`src/rtl/ssi_pkg.sv`:
```
// ----------------------------------------------------------------------------
// ssi_pkg
// Shared types and constants of the sorted insertion set.
// ----------------------------------------------------------------------------
package ssi_pkg;

  localparam int CAPACITY = 16;
  localparam int CNT_W    = $clog2(CAPACITY + 1);
  localparam int VAL_W    = 32;
  localparam int FUNC_W   = 2;
  localparam int STAT_W   = 3;
  localparam int POS_W    = 5;
  localparam int OCNT_W   = 5;

  typedef logic [CNT_W-1:0] cnt_t;
  typedef logic signed [VAL_W-1:0] val_t;

  typedef enum logic [FUNC_W-1:0] {
    FN_INSERT = 2'd0,
    FN_DUMP   = 2'd1,
    FN_CLEAR  = 2'd2
  } func_t;

  typedef enum logic [STAT_W-1:0] {
    STAT_INSERTED = 3'd0,
    STAT_DUP      = 3'd1,
    STAT_FULL     = 3'd2,
    STAT_ENTRY    = 3'd3,
    STAT_EMPTY    = 3'd4,
    STAT_CLEARED  = 3'd5
  } status_t;

  typedef enum logic {
    ST_IDLE = 1'b0,
    ST_DUMP = 1'b1
  } state_t;

  // per-cell control from the sequencer
  typedef struct packed {
    logic insert_en;  // open a slot and drop the new value into it
    logic rotate_en;  // hand every value one cell toward the head
    logic occ;        // cell holds a live entry
    logic wrap;       // cell is the last live one: takes the head value
  } cell_ctl_t;

endpackage

```
`src/rtl/ssi_if.sv`:
```
// ----------------------------------------------------------------------------
// ssi_in_if / ssi_out_if
// Valid/ready channels for operation items and result items.
// ----------------------------------------------------------------------------
interface ssi_in_if import ssi_pkg::*; ();
  logic                  valid;
  logic                  ready;
  logic [FUNC_W-1:0]     func;
  logic signed [VAL_W-1:0] value;

  modport source (output valid, output func, output value, input ready);
  modport sink   (input valid, input func, input value, output ready);
endinterface

interface ssi_out_if import ssi_pkg::*; ();
  logic                    valid;
  logic                    ready;
  logic [STAT_W-1:0]       status;
  logic [POS_W-1:0]        position;
  logic signed [VAL_W-1:0] entry_value;
  logic [OCNT_W-1:0]       count;
  logic                    last;

  modport source (output valid, output status, output position, output entry_value,
                  output count, output last, input ready);
  modport sink   (input valid, input status, input position, input entry_value,
                  input count, input last, output ready);
endinterface

```
`src/rtl/ssi_cell.sv`:
```
// ----------------------------------------------------------------------------
// ssi_cell
// One slot of the sorted chain: compare against the new value, shift or rotate.
// ----------------------------------------------------------------------------
module ssi_cell import ssi_pkg::*; (
  input  logic      clk,
  input  cell_ctl_t ctl,
  input  val_t      new_val,
  input  val_t      prev_val,
  input  logic      prev_lt,
  input  val_t      next_val,
  input  val_t      head_val,
  output val_t      val,
  output logic      lt,
  output logic      eq
);

  val_t val_r;
  val_t val_nxt;

  assign val = val_r;
  assign lt  = ctl.occ && (val_r < new_val);
  assign eq  = ctl.occ && (val_r == new_val);

  always_comb begin
    val_nxt = val_r;
    if (ctl.insert_en && !lt) begin
      // first cell not below the new value takes it, the rest move up
      val_nxt = prev_lt ? new_val : prev_val;
    end else if (ctl.rotate_en) begin
      val_nxt = ctl.wrap ? head_val : next_val;
    end
  end

  always_ff @(posedge clk) begin
    val_r <= val_nxt;
  end

endmodule

```
`src/rtl/sorted_set_insert.sv`:
```
// ----------------------------------------------------------------------------
// sorted_set_insert
// Ordered set of distinct signed values kept in a chain of compare/shift cells.
// ----------------------------------------------------------------------------
// Usage:
//   in_ch carries one operation item: func (insert, dump, clear) and value.
//   out_ch carries result items; each item's final result has last set.
//   Insert: every cell compares its value with the new one in
//   parallel; the cells at and above the sorted slot shift up one place and
//   the slot takes the value. A full store or an equal value refuses it.
//   Clear: one result. Dump of an empty store: one result.
//   Dump of N entries: N results at one per cycle while out_ch is ready. The
//   chain rotates toward cell 0 once per result, cell 0 feeds the output, and
//   after N steps the order is back where it started. Input is held off
//   during a dump. The result sits in an output register from the cycle after
//   acceptance. A new item is taken in the same cycle that the waiting result
//   leaves, so single-result items run at one per cycle; a stalled receiver
//   holds the result register and, with it, the input and the dump sequencer.
//   Reset (rst_n low at a clock edge) empties the store and drops any
//   pending result; cell contents are left as they are.
// ----------------------------------------------------------------------------
module sorted_set_insert import ssi_pkg::*; (
  input  logic      clk,
  input  logic      rst_n,
  ssi_in_if.sink    in_ch,
  ssi_out_if.source out_ch
);

  state_t state_r, state_nxt;
  cnt_t   cnt_r, cnt_nxt;
  cnt_t   idx_r, idx_nxt;

  logic                  out_valid_r;
  logic [STAT_W-1:0]     out_status_r, out_status_nxt;
  logic [POS_W-1:0]      out_pos_r, out_pos_nxt;
  val_t                  out_val_r, out_val_nxt;
  logic [OCNT_W-1:0]     out_cnt_r, out_cnt_nxt;
  logic                  out_last_r, out_last_nxt;
  logic                  emit;

  logic insert_en, rotate_en;
  logic in_fire, out_free;
  logic full, dup, dump_end;
  cnt_t ins_pos;
  val_t in_val;

  val_t             cell_val [CAPACITY];
  logic [CAPACITY-1:0] cell_lt;
  logic [CAPACITY-1:0] cell_eq;

  assign in_val   = in_ch.value;
  assign out_free = !out_valid_r || out_ch.ready;
  assign in_ch.ready = (state_r == ST_IDLE) && out_free;
  assign in_fire  = in_ch.valid && in_ch.ready;

  assign full     = (cnt_r >= cnt_t'(CAPACITY));
  assign dup      = |cell_eq;
  assign dump_end = (idx_r == cnt_r - cnt_t'(1));

  // cells below the slot form a prefix of lt bits; slot is the first clear one
  always_comb begin
    ins_pos = cnt_t'(CAPACITY);
    for (int i = CAPACITY - 1; i >= 0; i--) begin
      if (!cell_lt[i]) begin
        ins_pos = cnt_t'(i);
      end
    end
  end

  // ---- chain of cells ----
  for (genvar i = 0; i < CAPACITY; i++) begin : g_cell
    cell_ctl_t ctl;
    val_t      prev_val;
    val_t      next_val;
    logic      prev_lt;

    assign ctl.insert_en = insert_en;
    assign ctl.rotate_en = rotate_en;
    assign ctl.occ       = (cnt_t'(i) < cnt_r);
    assign ctl.wrap      = (cnt_t'(i) == cnt_r - cnt_t'(1));

    if (i == 0) begin : g_first
      assign prev_val = in_val;
      assign prev_lt  = 1'b0;
    end else begin : g_mid
      assign prev_val = cell_val[i-1];
      assign prev_lt  = cell_lt[i-1];
    end

    if (i == CAPACITY - 1) begin : g_tail
      assign next_val = cell_val[0];
    end else begin : g_body
      assign next_val = cell_val[i+1];
    end

    ssi_cell u_cell (
      .clk      (clk),
      .ctl      (ctl),
      .new_val  (in_val),
      .prev_val (prev_val),
      .prev_lt  (prev_lt),
      .next_val (next_val),
      .head_val (cell_val[0]),
      .val      (cell_val[i]),
      .lt       (cell_lt[i]),
      .eq       (cell_eq[i])
    );
  end

  // ---- next state ----
  always_comb begin
    state_nxt = state_r;
    case (state_r)
      ST_IDLE: begin
        if (in_fire && (in_ch.func == FN_DUMP) && (cnt_r > cnt_t'(1))) begin
          state_nxt = ST_DUMP;
        end
      end
      ST_DUMP: begin
        if (out_free && dump_end) begin
          state_nxt = ST_IDLE;
        end
      end
      default: state_nxt = ST_IDLE;
    endcase
  end

  // ---- outputs of the sequencer ----
  always_comb begin
    emit           = 1'b0;
    insert_en      = 1'b0;
    rotate_en      = 1'b0;
    cnt_nxt        = cnt_r;
    idx_nxt        = idx_r;
    out_status_nxt = out_status_r;
    out_pos_nxt    = out_pos_r;
    out_val_nxt    = out_val_r;
    out_cnt_nxt    = out_cnt_r;
    out_last_nxt   = out_last_r;
    case (state_r)
      ST_IDLE: begin
        if (in_fire) begin
          out_last_nxt = 1'b1;
          case (in_ch.func)
            FN_INSERT: begin
              emit        = 1'b1;
              out_val_nxt = in_val;
              if (full) begin
                out_status_nxt = STAT_FULL;
                out_pos_nxt    = '0;
                out_cnt_nxt    = OCNT_W'(cnt_r);
              end else if (dup) begin
                out_status_nxt = STAT_DUP;
                out_pos_nxt    = POS_W'(ins_pos);
                out_cnt_nxt    = OCNT_W'(cnt_r);
              end else begin
                insert_en      = 1'b1;
                cnt_nxt        = cnt_r + cnt_t'(1);
                out_status_nxt = STAT_INSERTED;
                out_pos_nxt    = POS_W'(ins_pos);
                out_cnt_nxt    = OCNT_W'(cnt_r + cnt_t'(1));
              end
            end
            FN_DUMP: begin
              emit        = 1'b1;
              out_pos_nxt = '0;
              if (cnt_r == '0) begin
                out_status_nxt = STAT_EMPTY;
                out_val_nxt    = '0;
                out_cnt_nxt    = '0;
              end else begin
                // first entry leaves now; advance the rotation
                rotate_en      = 1'b1;
                idx_nxt        = cnt_t'(1);
                out_status_nxt = STAT_ENTRY;
                out_val_nxt    = cell_val[0];
                out_cnt_nxt    = OCNT_W'(cnt_r);
                out_last_nxt   = (cnt_r == cnt_t'(1));
              end
            end
            FN_CLEAR: begin
              emit           = 1'b1;
              cnt_nxt        = '0;
              out_status_nxt = STAT_CLEARED;
              out_pos_nxt    = '0;
              out_val_nxt    = '0;
              out_cnt_nxt    = '0;
            end
            default: begin
              // unused code: drop the item
              emit = 1'b0;
            end
          endcase
        end
      end
      ST_DUMP: begin
        if (out_free) begin
          emit           = 1'b1;
          rotate_en      = 1'b1;
          idx_nxt        = idx_r + cnt_t'(1);
          out_status_nxt = STAT_ENTRY;
          out_pos_nxt    = POS_W'(idx_r);
          out_val_nxt    = cell_val[0];
          out_cnt_nxt    = OCNT_W'(cnt_r);
          out_last_nxt   = dump_end;
        end
      end
      default: begin
        emit = 1'b0;
      end
    endcase
  end

  // ---- registers ----
  always_ff @(posedge clk) begin
    if (!rst_n) begin
      state_r     <= ST_IDLE;
      cnt_r       <= '0;
      idx_r       <= '0;
      out_valid_r <= 1'b0;
    end else begin
      state_r <= state_nxt;
      cnt_r   <= cnt_nxt;
      idx_r   <= idx_nxt;
      if (emit) begin
        out_valid_r <= 1'b1;
      end else if (out_ch.ready) begin
        out_valid_r <= 1'b0;
      end
    end
  end

  // hold the payload until the next result replaces it
  always_ff @(posedge clk) begin
    out_status_r <= out_status_nxt;
    out_pos_r    <= out_pos_nxt;
    out_val_r    <= out_val_nxt;
    out_cnt_r    <= out_cnt_nxt;
    out_last_r   <= out_last_nxt;
  end

  assign out_ch.valid       = out_valid_r;
  assign out_ch.status      = out_status_r;
  assign out_ch.position    = out_pos_r;
  assign out_ch.entry_value = out_val_r;
  assign out_ch.count       = out_cnt_r;
  assign out_ch.last        = out_last_r;

endmodule
```
`src/flat_wrapper.sv`:
```
// flat-port wrapper written by rule: the top's interface ports become plain ports
module sorted_set_insert_flat import ssi_pkg::*;
  (clk, rst_n, in_ch_valid, in_ch_func, in_ch_value, in_ch_ready, out_ch_valid, out_ch_status, out_ch_position, out_ch_entry_value, out_ch_count, out_ch_last, out_ch_ready);
  ssi_in_if in_ch_i ();
  ssi_out_if out_ch_i ();
  input  logic clk;
  input  logic rst_n;
  input wire logic [$bits(in_ch_i.valid)-1:0] in_ch_valid;
  input wire logic [$bits(in_ch_i.func)-1:0] in_ch_func;
  input wire logic [$bits(in_ch_i.value)-1:0] in_ch_value;
  output wire logic [$bits(in_ch_i.ready)-1:0] in_ch_ready;
  output wire logic [$bits(out_ch_i.valid)-1:0] out_ch_valid;
  output wire logic [$bits(out_ch_i.status)-1:0] out_ch_status;
  output wire logic [$bits(out_ch_i.position)-1:0] out_ch_position;
  output wire logic [$bits(out_ch_i.entry_value)-1:0] out_ch_entry_value;
  output wire logic [$bits(out_ch_i.count)-1:0] out_ch_count;
  output wire logic [$bits(out_ch_i.last)-1:0] out_ch_last;
  input wire logic [$bits(out_ch_i.ready)-1:0] out_ch_ready;
  assign in_ch_i.valid = in_ch_valid;
  assign in_ch_i.func = in_ch_func;
  assign in_ch_i.value = in_ch_value;
  assign in_ch_ready = in_ch_i.ready;
  assign out_ch_valid = out_ch_i.valid;
  assign out_ch_status = out_ch_i.status;
  assign out_ch_position = out_ch_i.position;
  assign out_ch_entry_value = out_ch_i.entry_value;
  assign out_ch_count = out_ch_i.count;
  assign out_ch_last = out_ch_i.last;
  assign out_ch_i.ready = out_ch_ready;
  sorted_set_insert u_core (.clk(clk), .rst_n(rst_n), .in_ch(in_ch_i), .out_ch(out_ch_i));
endmodule
```
`config.mk`:
```
export PLATFORM = sky130hd
export DESIGN_NAME = sorted_set_insert_flat
export DESIGN_NICKNAME = d
export VERILOG_FILES = /design/src/rtl/ssi_pkg.sv /design/src/rtl/ssi_if.sv /design/src/rtl/ssi_cell.sv /design/src/rtl/sorted_set_insert.sv /design/src/flat_wrapper.sv
export SDC_FILE = /design/constraint.sdc
export NUM_CORES = 2
export LEC_CHECK = 0
export ABC_AREA = 1
export BUFFER_PORTS_ARGS = -buffer_cell sky130_fd_sc_hd__buf_2
export CAP_MARGIN = 15
export CORE_ASPECT_RATIO = 1.5
export CORE_MARGIN = 5
export CORE_UTILIZATION = 60
export CTS_CLUSTER_DIAMETER = 200
export DETAILED_ROUTE_END_ITERATION = 12
export PLACE_DENSITY_LB_ADDON = 0.3
export SLEW_MARGIN = 20
export SYNTH_ARGS = -nofsm -noshare
export SYNTH_HDL_FRONTEND = slang
export SYNTH_SLANG_ARGS = --single-unit
```
`constraint.sdc`:
```
create_clock -name clk -period 12.75 [get_ports clk]
set_clock_uncertainty 0.05 [all_clocks]
set_input_delay 2.55 -clock clk [delete_from_list [all_inputs] [get_ports clk]]
set_output_delay 2.55 -clock clk [all_outputs]
set_load 0.01 [all_outputs]
```
Word level (Yosys, flattened, before mapping)
Index checks and enable logic that the tools add are counted.
{"block": "word_totals", "register_bits": 570, "wordCells": 336, "inputBits": 38}
{"block": "classes", "addsub": 3, "n_eq_ne": 41, "n_mux": 131, "magnitude_cmp": 34, "n_bitwise": 1, "n_reduce_logical": 101}
{"operator": "$mux 32", "count": 65}
{"operator": "$eq 32x32->1", "count": 16}
{"operator": "$lt 32x32->1", "count": 16}
{"operator": "$mux 5", "count": 28}
{"operator": "$pmux 32 s3", "count": 1}
{"operator": "$pmux 32 s2", "count": 1}
{"operator": "$logic_and 1x1->1", "count": 53}
{"operator": "$pmux 5 s2", "count": 5}
{"operator": "$lt 4x5->1 const A", "count": 8}
{"operator": "$reduce_bool 2->1", "count": 18}
{"operator": "$eq 4x5->1 const A", "count": 7}
{"operator": "$eq 3x5->1 const A", "count": 4}
{"operator": "$lt 3x5->1 const A", "count": 4}
{"operator": "$mux 1", "count": 20}
{"operator": "$logic_not 1->1", "count": 17}
{"operator": "$reduce_or 16->1", "count": 1}
{"operator": "$pmux 5 s3", "count": 1}
{"operator": "$mux 3", "count": 4}
{"operator": "$add 5x1->5 const B", "count": 2}
{"operator": "$eq 2x5->1 const A", "count": 2}
{"operator": "$logic_not 5->1", "count": 2}
{"operator": "$lt 1x5->1 const A", "count": 2}
{"operator": "$lt 2x5->1 const A", "count": 2}
{"operator": "$pmux 3 s3", "count": 1}
{"operator": "other kinds (22)", "count": 31}

Logic depth before layout (Yosys ltp)
{"block": "depth", "word_depth": 22, "ltp_mapped": 32, "depth_no_buf": 31}

Hierarchy
Synthesis repeated with hierarchy kept, for this count alone.
{"block": "hier_totals", "hier_cells": 6649, "hier_area_um2": 51959.8}
{"module": "ssi_cell at u_core.g_cell[0].u_cell ...", "area_each_um2": 3036.7, "n_inst": 15, "seq_area_each_um2": 960.9, "cells_each": 393}
{"module": "sorted_set_insert", "area_each_um2": 3364.5, "n_inst": 1, "seq_area_each_um2": 1621.6, "cells_each": 357}
{"module": "ssi_cell at u_core.g_cell[9].u_cell", "area_each_um2": 3045.4, "n_inst": 1, "seq_area_each_um2": 960.9, "cells_each": 397}

Worst setup path after synthesis
No wires, ideal clock.
{"block": "synth_timing", "path_kind": "input to register", "from": "input in_ch_value[19]", "to": "register u_core.g_cell[2].u_cell.val_r[0] (enable)", "n_path_buf": 4, "stages": 18, "path_slack_ps": 4739, "required_ps": 12234, "arrival_time_ps": 7495, "cell_sequence": "clkbuf_1 -> inv_1 -> clkbuf_1 -> ha_1 -> a21oi_1 -> o21ai_0 -> nand3_1 -> nand2_1 -> nand2_1 -> a21oi_1 -> a211oi_1 -> nand2_1 -> or2_2 -> nand3_1 -> inv_1 -> clkbuf_1 -> clkbuf_1 -> o21ai_0"}
{"block": "synth_between", "elab_chain_cells": 10, "word_cells_on_any_way": 43, "cone_classes": "order compare (1); eq/ne (16); mux (5); reduce/logical (21)"}
{"item": "from (decl)", "line_no": "flat_wrapper.sv:10", "text": "input wire logic [$bits(in_ch_i.value)-1:0] in_ch_value;"}
{"item": "$eq 32x32->1", "line_no": "ssi_cell.sv:23", "text": "assign eq = ctl.occ && (val_r == new_val);"}
{"item": "$logic_and 1x1->1", "line_no": "ssi_cell.sv:23"}
{"item": "$reduce_or 16->1", "line_no": "sorted_set_insert.sv:57", "text": "assign dup = |cell_eq;"}
{"item": "$mux 1", "line_no": "sorted_set_insert.sv:152", "text": "end else if (dup) begin"}
{"item": "$mux 1", "line_no": "sorted_set_insert.sv:148", "text": "if (full) begin"}
{"item": "$mux 1", "line_no": "sorted_set_insert.sv:144", "text": "case (in_ch.func)"}
{"item": "$mux 1", "line_no": "sorted_set_insert.sv:142", "text": "if (in_fire) begin"}
{"item": "$mux 1", "line_no": "sorted_set_insert.sv:140", "text": "case (state_r)"}
{"item": "$logic_and 1x1->1 (*)", "line_no": "ssi_cell.sv:27", "text": "if (ctl.insert_en && !lt) begin"}
{"item": "$reduce_bool 2->1 (no line) (*)"}
{"item": "to (signal assigned)", "line_no": "ssi_cell.sv:36", "text": "val_r <= val_nxt;"}
{"item": "to (decl)", "line_no": "ssi_cell.sv:18", "text": "val_t val_r;"}
Every way passes the cells marked *; elsewhere a longest branch is shown, timed or not.
A chain may end at the register's enable or synchronous reset.

Final worst setup path
{"block": "layout_timing", "from": "input in_ch_value[30]", "to": "register u_core.g_cell[13].u_cell.val_r[30] (enable)"}
{"block": "layout_between", "elab_chain_cells": 10, "word_cells_on_any_way": 43, "cone_classes": "order compare (1); eq/ne (16); mux (5); reduce/logical (21)"}
{"item": "$eq 32x32->1", "line_no": "ssi_cell.sv:23"}
{"item": "$logic_and 1x1->1", "line_no": "ssi_cell.sv:23"}
{"item": "$reduce_or 16->1", "line_no": "sorted_set_insert.sv:57"}
{"item": "$mux 1", "line_no": "sorted_set_insert.sv:152"}
{"item": "$mux 1", "line_no": "sorted_set_insert.sv:148"}
{"item": "$mux 1", "line_no": "sorted_set_insert.sv:144"}
{"item": "$mux 1", "line_no": "sorted_set_insert.sv:142"}
{"item": "$mux 1", "line_no": "sorted_set_insert.sv:140"}
{"item": "$logic_and 1x1->1 (*)", "line_no": "ssi_cell.sv:27"}
{"item": "$reduce_bool 2->1 (no line) (*)"}
{"item": "to (signal assigned)", "line_no": "ssi_cell.sv:36"}
{"item": "to (decl)", "line_no": "ssi_cell.sv:18"}
Marked as above.

==> out/summary.md <==
In this run, synthesis inferred 558 flip-flops with an integrated enable. For this run, the share of the core covered by cells in the final layout is 64.4%. Clock latency of the later-clocked register in the worst-skew pair: 0.69 ns. Clock-pin slew of the registers on the worst-case setup and hold paths: 0.07 ns. Measured against its own limit, the worst slew margin works out to 23.8%. For the worst setup path, the data required time is 13.08 ns. Total power after layout: 0.00500 W. The die covers 80500 sq um.

The final route contains 45000 vias. TritonCTS built the clock tree. For this design the ratio of total power to cell area is 104 nW/um^2. The flow ran to the end, and the final reports show no timing, DRC or antenna violations. Relative to the synthesized area, the layout overhead comes to 7.04%. Summed over all failing endpoints, the final setup total negative slack is 0 ns. The layout has 6558 filler cells. The logs give 5957 for the DRC marker count from the first detailed-route iteration and 174000 um for the total routed wirelength. The number of design rule violations left after detail routing came out at 0. Of all nets on the critical path, the largest fanout is 41. Initial standard-cell utilization of the core: 60.2%.

The startpoint of the worst register-to-register path is u_core.g_cell[0].u_cell.val[0]. The run gives 37.9% as the sequential fraction of the synthesis area. Setup violations remaining at the end of the flow were counted as 0.

The via-per-instance ratio works out to 6.71. The arrival time of the worst setup path is 9.28 ns, and the number of H-tree levels is 2. In the final routed layout, each cell accounts on average for 26.0 um. The worst-case IR drop observed on VDD is 110 uV.

The startpoint identified for the worst hold timing path is u_core.idx_r[0]. The tools report the number of antenna violations at the first check in global routing as 8. For the pin with the worst max-slew slack, the measured transition is 1.14 ns. The detailed placer's ending HPWL is 120000 um, and the highest attainable clock frequency is 112 MHz.

In this run the mean area of a mapped cell was 7.73 sq um. The final layout contains 6209 nets. Number of max-slew violations in the final report: 0.

The final critical path takes up 70.2% of the cycle. After floorplanning, the core was divided into 123 placement rows. Cells with a size suffix above 1 make up 6.27% of the layout.

The congestion estimate from routability-driven global placement came to 1.03. For the finished layout, the period the worst path requires is 8.96 ns. The total of max-cap violations was 0; the leakage power total was 20.6 nW. The Yosys step of the flow raised 0 warnings. The run gives 42500 as the via count of the first global-routing pass. Measured in cells, the most critical reg-to-reg path has a length of 17. The post-CTS resize count was 0; the I/O pin total was 86. After synthesis, the share of flip-flops with an asynchronous set or reset is 0%. In the synthesized netlist the dominant register cell turns out to be sky130_fd_sc_hd__edfxtp_1.

STA classifies the critical path endpoint as a flip-flop. The root buffer cell chosen for the clock tree is sky130_fd_sc_hd__clkbuf_16. Clock tree synthesis inserted a total of 60 buffers. Counting every sink on the clock net gives 570.

In this run the register-to-register setup slack is 5.93 ns. The number of hold buffers added after CTS was 0. The tools report the startpoint type of the worst setup path as an input port. The post-synthesis register bit count was 570. The path with the worst hold slack has its endpoint at u_core.idx_r[0].

The residual antenna-violating net count after detailed routing was 0; the die height was 345 um. After global routing the overflow that remains totals 0. The clock passes through at most 3 buffers.

The die width was 233 um; the number of different library cells in the post-synthesis netlist was 49. The logs give 6367 for the post-synth net total and 8 for the number of iterations in the first detailed-routing pass. The number of cells on the worst hold path was 2.

The tools report the wire length of the first global-routing pass as 256000 um. During placement, the flow inserted port buffers numbering 85. The setup path with the least slack is of type input port to flip-flop. Entering global routing, the biggest net connects 96 pins. Setup repair after global routing left no endpoint under its margin.

The tools report the total routing usage reported by global routing as 41.6%. The run gives 44900 sq um as the area of the mapped netlist. The min-delay analysis places its worst path in the category flip-flop to flip-flop.

The logs give 5805 for the synthesized netlist cell count and 74600 sq um for the area of the core region. The number of post-CTS setup repair buffers was 0. Endpoint of the worst-slack reg-to-reg timing path: u_core.g_cell[13].u_cell.val[30].

Tracing the worst setup path back leads to its startpoint at in_ch_value[30]. The tools report the number of hold violations in the final report as 0.
## sequential cells by signal (all words and copies together), names as in the netlist, 3 cells and up
| name | cells |
|---|---|
| u_core.cnt_r | 5 |
| u_core.g_cell.u_cell.val | 512 |
| u_core.out_ch.count | 5 |
| u_core.out_ch.position | 5 |
| u_core.idx_r | 5 |
| u_core.out_ch.entry_value | 32 |
| u_core.out_ch.status | 3 |
## cell type report
type / instances / area [sq um] / area share [%]
Inverter: 373 / 1400 / 2.92
Clock inverter: 38 / 430 / 0.896
Sequential cell: 570 / 17000 / 35.4
Antenna cell: 9 / 22.5 / 0.0469
Tap cell: 1000 / 1250 / 2.60
Timing Repair Buffer: 181 / 1200 / 2.49
Clock buffer: 73 / 1590 / 3.31
Multi-Input combinational cell: 4461 / 25200 / 52.4
## stage by stage
step / instances / setup WS, ns / instance area, sq um / hold WS, ns
6_report: 6705 / 3.79 / 48100 / 0.520
5_1_grt: 6699 / 3.81 / 48000 / 0.547
2_1_floorplan: 5805 / 4.74 / 44900 / 0.435
3_3_place_gp: 6582 / 3.68 / 45900 / 0.483
4_1_cts: 6693 / 4.24 / 47900 / 0.511
3_5_place_dp: 6582 / 3.53 / 45900 / 0.496
## power by group
| part | internal [W] | total [W] | leakage [nW] | switching, W |
|---|---|---|---|---|
| Sequential | 0.00218 | 0.00227 | 5.25 | 0.0000871 |
| Combinational | 0.000261 | 0.000827 | 14.3 | 0.000566 |
| Clock | 0.00107 | 0.00191 | 0.997 | 0.000843 |
## how the worst max path moves through the flow
stage | end | slack, ns
floorplan | u_core.g_cell[2].u_cell.val[0] | 4.74
global placement | u_core.g_cell[8].u_cell.val[6] | 3.68
detailed placement | u_core.g_cell[13].u_cell.val[20] | 3.53
CTS | u_core.g_cell[13].u_cell.val[24] | 4.24
global route | u_core.g_cell[13].u_cell.val[23] | 3.81
finish | u_core.g_cell[13].u_cell.val[30] | 3.79
## cells by family after synthesis
logic type	count (synthesis)	share of synthesized area (%)
adders and majority gates	524	14.6
DFF	570	37.9
xor gates and xnor gates	3	0.0585
and+or+nand+nor	2039	18.1
AOI/OAI and AO/OA	1895	22.7
buffers and inverters	774	6.67
## worst max-delay path, stage by stage
cell	delay (ns)
sky130_fd_sc_hd__buf_2	0.23
sky130_fd_sc_hd__inv_1	0.49
sky130_fd_sc_hd__ha_1	0.49
sky130_fd_sc_hd__nand2_1	0.08
sky130_fd_sc_hd__nor4_1	0.78
sky130_fd_sc_hd__nand2_1	0.17
sky130_fd_sc_hd__o41ai_1	0.28
sky130_fd_sc_hd__nor2_1	0.08
sky130_fd_sc_hd__nand4_1	0.29
sky130_fd_sc_hd__nor2_2	0.16
sky130_fd_sc_hd__nand2_2	0.12
sky130_fd_sc_hd__inv_2	0.07
sky130_fd_sc_hd__nand3_4	0.36
sky130_fd_sc_hd__clkinv_2	0.73
sky130_fd_sc_hd__nand2_1	0.80
sky130_fd_sc_hd__buf_4	0.46
sky130_fd_sc_hd__nand2_1	0.55
sky130_fd_sc_hd__buf_4	0.50
## synth_stat cells (8+ instances only)
library cell	n	area share [%]
sky130_fd_sc_hd__a211oi_1	14	0.23
sky130_fd_sc_hd__a21o_1	10	0.17
sky130_fd_sc_hd__a21oi_1	560	6.2
sky130_fd_sc_hd__a31oi_1	37	0.52
sky130_fd_sc_hd__buf_1	12	0.10
sky130_fd_sc_hd__buf_2	52	0.58
sky130_fd_sc_hd__clkbuf_1	330	2.8
sky130_fd_sc_hd__dfxtp_1	12	0.54
sky130_fd_sc_hd__edfxtp_1	558	37
sky130_fd_sc_hd__ha_1	524	15
sky130_fd_sc_hd__inv_1	363	3.0
sky130_fd_sc_hd__inv_2	9	0.075
sky130_fd_sc_hd__nand2_1	1299	11
sky130_fd_sc_hd__nand3_1	97	1.1
sky130_fd_sc_hd__nand3b_1	8	0.13
sky130_fd_sc_hd__nand4_1	52	0.72
sky130_fd_sc_hd__nor2_1	511	4.3
sky130_fd_sc_hd__nor3_1	27	0.30
sky130_fd_sc_hd__nor4_1	15	0.21
sky130_fd_sc_hd__o211ai_1	102	1.7
sky130_fd_sc_hd__o21a_1	12	0.20
sky130_fd_sc_hd__o21ai_0	932	10
sky130_fd_sc_hd__o21ai_1	53	0.59
sky130_fd_sc_hd__o21bai_1	9	0.15
sky130_fd_sc_hd__o221ai_1	12	0.23
sky130_fd_sc_hd__o22ai_1	130	1.8
sky130_fd_sc_hd__or2_2	8	0.11
## placed cells by master, fill, tap and decap left out, drive strengths merged, types with 3 or more instances in the layout
cell       n
a21o      10
buf      181
inv      370
diode      9
or2        9
nor3      27
nand3b     8
o221ai    12
nand4     52
o21a      12
nor3b      4
o21bai     9
nand3     98
xor2       3
bufinv     9
clkbuf    73
a211oi    14
a31oi     37
ha       524
dfxtp     12
nand2   1300
o21ai    985
nor2     522
o41ai      7
edfxtp   558
a221oi     7
o22ai    130
clkinv    30
nor4      15
o211ai   102
a21oi    560
## routing by layer
layer	share of wire (%)	GRT usage (%)
met5	0.0075	0
met4	13	40.2
met3	10	7.53
met2	44	64.9
met1	33	47.2
Power figures use the tool's default switching activity.
